$ cat src/etm_pkg.sv
// Shared widths, operation codes and constants of the EMA throughput meter.
package etm_pkg;

  localparam int COUNT_W = 24;
  localparam int TIME_W = 32;
  localparam int SPEED_W = 31;
  localparam int TOTAL_W = 64;
  localparam int WINDOW_COUNT_WIDTH_DEF = 48;

  localparam int MUL_SCALE = 1000;
  localparam int MUL_SCALE_BITS = 10;
  localparam int DEN_W = TIME_W + 4;
  localparam int LAST9_W = SPEED_W + 4;
  localparam int CNT_W = 5;

  localparam logic [SPEED_W-1:0] SPEED_MAX = '1;

  typedef enum logic {
    OP_ADD    = 1'b0,
    OP_SAMPLE = 1'b1
  } op_t;

endpackage

$ cat src/ema_throughput_meter_core.sv
// Two-direction byte-rate meter with an integer exponential moving average speed estimate.
//
// channel | dir | tdata (low bit first)               | tuser (low bit first)
// in_     | in  | byte_count[23:0], now_ms[55:24]     | operation[0], direction[1]
// out_    | out | speed[30:0], total_bytes[94:31]     | -
//
// Add transfer: after accept, one saturating add step (ST_ADD), then ST_FIN loads the result.
// Sample transfer: one shared adder/subtractor runs a 10-step and a 32-step shift-add
// multiply, then a 32-step restoring divide that ends at its first step when the speed saturates.
// in_tready is high only while the sequencer is idle; a result held in the
// output register does not block the next accept, but the next result waits for it.
// Reset (synchronous, active low) clears all per-direction state to zero.
module ema_throughput_meter_core
  import etm_pkg::*;
#(
  parameter int WINDOW_COUNT_WIDTH = WINDOW_COUNT_WIDTH_DEF
) (
  input  logic        clk,
  input  logic        rst_n,
  input  logic        in_tvalid,
  output logic        in_tready,
  input  logic [55:0] in_tdata,   // byte_count[23:0], now_ms[55:24]
  input  logic [1:0]  in_tuser,   // operation[0], direction[1]
  output logic        out_tvalid,
  input  logic        out_tready,
  output logic [95:0] out_tdata   // speed[30:0], total_bytes[94:31], zero[95]
);

  localparam int WCW = WINDOW_COUNT_WIDTH;
  localparam int NUM_W = ((WCW + MUL_SCALE_BITS > 67) ? WCW + MUL_SCALE_BITS : 67) + 1;
  localparam logic [CNT_W-1:0] BIT_TOP = '1;

  typedef enum logic [6:0] {
    ST_IDLE  = 7'b0000001,
    ST_ADD   = 7'b0000010,
    ST_SETUP = 7'b0000100,
    ST_MUL1  = 7'b0001000,
    ST_MUL2  = 7'b0010000,
    ST_DIV   = 7'b0100000,
    ST_FIN   = 7'b1000000
  } state_t;

  state_t state_r, state_nxt;

  logic [SPEED_W-1:0] speed_est_r [2];
  logic [WCW-1:0]     win_r [2];
  logic [TOTAL_W-1:0] total_r [2];
  logic [TIME_W-1:0]  start_r [2];

  logic               dir_r;
  logic [COUNT_W-1:0] cnt_in_r;
  logic [TIME_W-1:0]  now_r;
  logic [TIME_W-1:0]  elapsed_r;
  logic [LAST9_W-1:0] last9_r;
  logic [DEN_W-1:0]   den_r;
  logic [NUM_W-1:0]   ma_r;
  logic [TIME_W-1:0]  mb_r;
  logic [NUM_W-1:0]   rem_r;
  logic [NUM_W-1:0]   dsh_r;
  logic [SPEED_W-1:0] q_r;
  logic [CNT_W-1:0]   cnt_r;

  logic               out_valid_r;
  logic [SPEED_W-1:0] out_speed_r;
  logic [TOTAL_W-1:0] out_total_r;

  // shared adder / subtractor
  logic             add_sub;
  logic [NUM_W-1:0] add_b;
  logic [NUM_W:0]   add_sum;
  logic             ge;

  logic [WCW:0]       win_sum;
  logic [WCW-1:0]     win_sat;
  logic [TIME_W-1:0]  diff;
  logic               div_done;
  logic [SPEED_W-1:0] speed_new;
  logic               slot_free;

  assign add_sub = (state_r == ST_DIV);
  assign add_b = add_sub ? dsh_r : (mb_r[0] ? ma_r : '0);
  assign add_sum = {1'b0, rem_r} + {1'b0, (add_sub ? ~add_b : add_b)}
                 + {{NUM_W{1'b0}}, add_sub};
  assign ge = add_sum[NUM_W];

  assign win_sum = {1'b0, win_r[dir_r]} + (WCW+1)'(cnt_in_r);
  assign win_sat = win_sum[WCW] ? '1 : win_sum[WCW-1:0];
  assign diff = now_r - start_r[dir_r];
  assign div_done = (cnt_r == BIT_TOP && ge) || (cnt_r == '0);
  assign speed_new = (cnt_r == BIT_TOP) ? SPEED_MAX : {q_r[SPEED_W-1:1], ge};
  assign slot_free = !out_valid_r || out_tready;

  assign in_tready = (state_r == ST_IDLE);
  assign out_tvalid = out_valid_r;
  assign out_tdata = {1'b0, out_total_r, out_speed_r};

  always_comb begin
    state_nxt = state_r;
    unique case (state_r)
      ST_IDLE: begin
        if (in_tvalid) begin
          state_nxt = (op_t'(in_tuser[0]) == OP_SAMPLE) ? ST_SETUP : ST_ADD;
        end
      end
      ST_ADD:   state_nxt = ST_FIN;
      ST_SETUP: state_nxt = ST_MUL1;
      ST_MUL1: begin
        if (cnt_r == '0) state_nxt = ST_MUL2;
      end
      ST_MUL2: begin
        if (cnt_r == '0) state_nxt = ST_DIV;
      end
      ST_DIV: begin
        if (div_done) state_nxt = ST_FIN;
      end
      ST_FIN: begin
        if (slot_free) state_nxt = ST_IDLE;
      end
      default: state_nxt = ST_IDLE;
    endcase
  end

  always_ff @(posedge clk) begin
    if (!rst_n) begin
      state_r <= ST_IDLE;
      out_valid_r <= 1'b0;
      for (int d = 0; d < 2; d++) begin
        speed_est_r[d] <= '0;
        win_r[d] <= '0;
        total_r[d] <= '0;
        start_r[d] <= '0;
      end
    end else begin
      state_r <= state_nxt;
      if (state_r == ST_FIN && slot_free) begin
        out_valid_r <= 1'b1;
      end else if (out_valid_r && out_tready) begin
        out_valid_r <= 1'b0;
      end
      if (state_r == ST_ADD) begin
        win_r[dir_r] <= win_sat;
        total_r[dir_r] <= total_r[dir_r] + TOTAL_W'(cnt_in_r);
      end
      if (state_r == ST_DIV && div_done) begin
        speed_est_r[dir_r] <= speed_new;
        win_r[dir_r] <= '0;
        start_r[dir_r] <= now_r;
      end
    end
  end

  always_ff @(posedge clk) begin
    case (state_r)
      ST_IDLE: begin
        if (in_tvalid) begin
          dir_r <= in_tuser[1];
          cnt_in_r <= in_tdata[COUNT_W-1:0];
          now_r <= in_tdata[COUNT_W+TIME_W-1:COUNT_W];
        end
      end
      ST_SETUP: begin
        elapsed_r <= (diff == '0) ? TIME_W'(1) : diff;
        last9_r <= LAST9_W'({speed_est_r[dir_r], 3'b000}) + LAST9_W'(speed_est_r[dir_r]);
        ma_r <= NUM_W'(win_r[dir_r]);
        mb_r <= TIME_W'(MUL_SCALE);
        rem_r <= '0;
        cnt_r <= CNT_W'(MUL_SCALE_BITS - 1);
      end
      ST_MUL1: begin
        rem_r <= add_sum[NUM_W-1:0];
        if (cnt_r == '0) begin
          ma_r <= NUM_W'(last9_r);
          mb_r <= elapsed_r;
          cnt_r <= BIT_TOP;
          den_r <= DEN_W'({elapsed_r, 3'b000}) + DEN_W'({elapsed_r, 1'b0});
        end else begin
          ma_r <= ma_r << 1;
          mb_r <= mb_r >> 1;
          cnt_r <= cnt_r - 1'b1;
        end
      end
      ST_MUL2: begin
        rem_r <= add_sum[NUM_W-1:0];
        if (cnt_r == '0) begin
          dsh_r <= NUM_W'(den_r) << (SPEED_W);
          cnt_r <= BIT_TOP;
          q_r <= '0;
        end else begin
          ma_r <= ma_r << 1;
          mb_r <= mb_r >> 1;
          cnt_r <= cnt_r - 1'b1;
        end
      end
      ST_DIV: begin
        if (ge && cnt_r != BIT_TOP) begin
          rem_r <= add_sum[NUM_W-1:0];
          q_r[cnt_r] <= 1'b1;
        end
        dsh_r <= dsh_r >> 1;
        cnt_r <= cnt_r - 1'b1;
      end
      ST_FIN: begin
        if (slot_free) begin
          out_speed_r <= speed_est_r[dir_r];
          out_total_r <= total_r[dir_r];
        end
      end
      default: begin
      end
    endcase
  end

  a_accept_starts: assert property (@(posedge clk) disable iff (!rst_n)
    (in_tvalid && in_tready) |=> (state_r == ST_ADD || state_r == ST_SETUP))
    else $error("accepted transfer did not start work");

  a_fin_loads_out: assert property (@(posedge clk) disable iff (!rst_n)
    (state_r == ST_FIN && slot_free) |=> (out_valid_r && state_r == ST_IDLE))
    else $error("finished result not presented");

  a_sample_clears_window: assert property (@(posedge clk) disable iff (!rst_n)
    (state_r == ST_DIV && div_done) |=> (win_r[dir_r] == '0))
    else $error("window not cleared after sample");

  a_div_remainder: assert property (@(posedge clk) disable iff (!rst_n)
    (state_r == ST_DIV && cnt_r != BIT_TOP) |-> ({1'b0, rem_r} < {dsh_r, 1'b0}))
    else $error("divide remainder out of range");

endmodule

$ cat config.mk
export PLATFORM = sky130hd
export DESIGN_NAME = ema_throughput_meter_core
export DESIGN_NICKNAME = d
export VERILOG_FILES = /design/src/etm_pkg.sv /design/src/ema_throughput_meter_core.sv
export SDC_FILE = /design/constraint.sdc
export NUM_CORES = 2
export LEC_CHECK = 0
export BUFFER_PORTS_ARGS = -buffer_cell sky130_fd_sc_hd__buf_4
export CAP_MARGIN = 15
export CORE_MARGIN = 1
export CORE_UTILIZATION = 63
export CTS_CLUSTER_SIZE = 16
export DETAILED_ROUTE_END_ITERATION = 16
export GPL_ROUTABILITY_DRIVEN = 0
export PLACE_DENSITY = 0.91
export REMOVE_ABC_BUFFERS = 1
export SLEW_MARGIN = 20
export SYNTH_ARGS = -nofsm -noshare
export SYNTH_HDL_FRONTEND = slang
export SYNTH_SLANG_ARGS = --single-unit
$ cat constraint.sdc
create_clock -name clk -period 15.8 [get_ports clk]
set_clock_uncertainty 0.15 [all_clocks]
set_input_delay 0.79 -clock clk [delete_from_list [all_inputs] [get_ports clk]]
set_output_delay 0.79 -clock clk [all_outputs]
set_load 0.01 [all_outputs]
==> impl_metrics.csv <==
group,metric,value,unit
clocking,clkTransAtPathRegs,0.07,ns
hold_path,min_path_type,"primary input to flip-flop",
floorplan,die_area,75300,µm²
synthesis,ys_seq_area_share,56.6,%
global_routing,grt_pass1_wl,184000,µm
routing,postRouteAntennaNets,0,
timing,finalSetupViolCount,0,
power,p_per_area,109,nW/µm²
power,p_comb_share,14.1,%
power,clkPwrFrac,38.0,%
timing,slew_headroom,19.8,%
routing,drc_errors,0,
critical_path,r2r_slack,8.60,ns
critical_path,crit_type,"flip-flop to flip-flop",
synthesis,synth_area,46700,µm²
critical_path,crit_required,15.96,ns
timing,min_period,7.20,ns
run,drv_cap,0,
global_routing,grt_start_max_net_pins,102,
routing,wl,118000,µm
place,placed_cell_area,48800,µm²
critical_path,endpoint,"win_r[1][46]",
final_layout,seq_area,26400,µm²
global_routing,grt_busiest_layer,"met2",
power,switchingPower,1.44,mW
final_layout,antenna_cells,0,
place,place.detailed.hpwl,74300,µm
floorplan,dieHeight,274,µm
critical_path,endpoint_kind,"flip-flop",
place,place.port_buffers,158,
routing,wire_per_inst,22.8,µm
clocking,cts_sinks,883,
clocking,postCtsSetupBuffers,0,
clocking,ctsResizeCount,0,
clocking,cts_tree,"done",
clocking,clk-insertion-delay-late,0.66,ns
synthesis,syn_avg_cell_area,11.5,µm²
critical_path,critPathLaunch,"state_r[3]",
place,numPlacedInstances,5018,
routing,dr.pass1.iters,6,
timing,slew_viol_final,0,
floorplan,core_area,73200,µm²
synthesis,synth_edf_count,874,
critical_path,r2r_end,"win_r[1][46]",
final_layout,areaGrowthSynthToFinish,10.5,%
critical_path,timing.rr.start,"state_r[3]",
clocking,cts-root-buf,"clkbuf_16",
final_layout,fin_cells,5172,
critical_path,startpoint_type,"flip-flop",
floorplan,die_x,274,µm
floorplan,start_util,63.8,%
routing,viasPerCell,6.72,
synthesis,synth_warnings,0,
final_layout,final_net_count,4423,
run_status,status,"completed",
final_layout,fillers,4467,
timing,rsz0062_at_grt,"no",
power,sw_frac_of_total,25.7,%
power,p_leak,19.7,nW
power,ir_drop,0.0000982,V
final_layout,multi_input_area,19300,µm²
timing,worst_pin_slew,1.19,ns
global_routing,grtUsageMet3,5.57,%
power,internal_power,4.17,mW
global_routing,grt-ovfl-total,0,
global_routing,met2_usage,49.8,%
timing,fin_setup_tns,0,ns
synthesis,post-synth-top-area-cell,"edfxtp_1",
synthesis,synthCells,4065,
routing,vias,34800,
critical_path,critPathArrivalTime,7.36,ns
critical_path,worst_r2r_path_depth,17,
routing,dr.first_iter.drc_count,4745,
final_layout,fin_area,51600,µm²
global_routing,grt_pass1_vias,33800,
final_layout,final_core_util,70.5,%
synthesis,async_flop_share,0,%
timing,fin_crit_sh,45.6,%
clocking,cts_buffer_depth,3,
clocking,cts_hold_buf,0,
timing,fmax,139,MHz
floorplan,num_rows,99,
timing,finalHoldViolCount,0,
floorplan,ios,160,
final_layout,drive_gt1_share,11.4,%
power,sequentialPowerShare,47.9,%
critical_path,cp_max_fo,66,
global_routing,use_met1,40.6,%
synthesis,ys_seq_elements,883,
clocking,cts.htree.levels,3,
global_routing,antenna_found_initial,1,
clocking,numCtsBuffers,86,
synthesis,synth_top_area_share,56.2,%
power,power.total,5.62,mW
synthesis,synthFlopType,"edfxtp_1",
synthesis,ys_types,86,
global_routing,grt_use_total,31.0,%
synthesis,synth_area_leaders,"edfxtp_1, ha_1, nor2_1",
-- area by class of cell --
cell class,instances,area share (%)
clock inverters,45,1.25
multi-input cells,2878,37.3
well taps,959,2.32
flip-flops and latches,883,51.2
inverters,103,0.749
clock buffers,109,4.33
repair buffers,195,2.84
-- per-stage QoR --
step           setup WS [ns]  hold slack (ns)
2_1_floorplan           3.30            0.307
3_3_place_gp            9.21            0.344
3_5_place_dp            8.95            0.351
4_1_cts                 8.78            0.140
5_1_grt                 8.31            0.148
6_report                8.60            0.150
-- cell usage after synthesis, drive strengths merged (17+ instances only) --
library cell / instances
edfxtp: 874
nor2: 413
nand2: 303
a21oi: 280
ha: 208
o21ai: 195
clkbuf: 157
and2: 145
xnor2: 132
a21o: 119
nand3: 117
mux2: 104
inv: 103
o21a: 94
xor2: 78
mux2i: 68
nor3: 66
buf: 44
nor2b: 42
o21bai: 38
and3: 35
nand4: 33
a22o: 29
nand2b: 27
a31oi: 25
a22oi: 23
a221o: 22
o31ai: 20
or2: 19
or3: 19
o2111ai: 18
o211ai: 18
nor4: 17
-- power groups by stage --
stage	logic, mW	registers (mW)	clock network [mW]
final	0.790	2.69	2.13
after CTS	0.767	2.69	2.14
after global routing	0.845	2.69	2.22
after detailed placement	0.742	2.74	0
after floorplan	0.559	2.74	0
after global placement	0.706	2.73	0
-- metal layers --
layer	vias to the layer above	share of wire (%)
li1	15300	-
met1	16500	37
met2	2474	47
met3	479	11
met4	0	5.0
met5	-	0
-- worst min-delay path by stage --
stage | cells after the start | slack (ns) | to | startpoint
after CTS | 1 | 0.14 | now_r[5] | in_tdata[29]
after global placement | 2 | 0.34 | dsh_r[36] | den_r[5]
final | 1 | 0.15 | cnt_in_r[3] | in_tdata[3]
after floorplan | 0 | 0.31 | den_r[1] | elapsed_r[0]
after global routing | 1 | 0.15 | now_r[8] | in_tdata[32]
after detailed placement | 2 | 0.35 | dsh_r[61] | den_r[30]
-- cell families after synthesis --
logic type	after synthesis	synth area share, %
AND/OR/NAND/NOR	1280	13.1
multiplexers	172	3.96
flip-flops	883	56.6
AO/OA/AOI/OAI	1001	14.1
buffers and inverters	304	2.52
XOR/XNOR	210	3.94
adder cells (fa/ha/maj)	214	5.83
other	1	0.00803
-- worst max-delay path: stages, from the launching register on --
cell	delay, ns
dfxtp_1	0.35
or4b_1	0.66
or2_4	0.50
nand3_1	0.21
o21ai_0	0.22
fa_1	0.55
a21o_1	0.21
a221oi_1	0.52
a21o_1	0.27
a211oi_1	0.09
or3_1	0.47
a31oi_2	0.31
o211ai_1	0.23
a311oi_2	0.64
o21a_1	0.66
nor3_4	0.10
or2_2	0.31
buf_4	0.36
-- cells in the final DEF, fill, tap and decap left out, drive strengths merged, types with 78 or more instances in the layout --
cell type / n
clkbuf: 109
o21ai: 195
buf: 195
edfxtp: 874
nand2: 303
ha: 208
xnor2: 132
mux2: 104
a21oi: 280
nand3: 117
nor2: 413
inv: 105
a21o: 119
o21a: 94
xor2: 78
and2: 145
-- registers in the layout, summed over array words and instances (netlist names), 31 cells and up, named ones only --
signal / count
ma_r: 68
rem_r: 68
win_r: 96
mb_r: 32
last9_r: 35
dsh_r: 67
out_speed_r: 31
den_r: 35
start_r: 64
total_r: 128
out_total_r: 64
speed_est_r: 62
elapsed_r: 32
now_r: 32
Power figures use the tool's default switching activity.
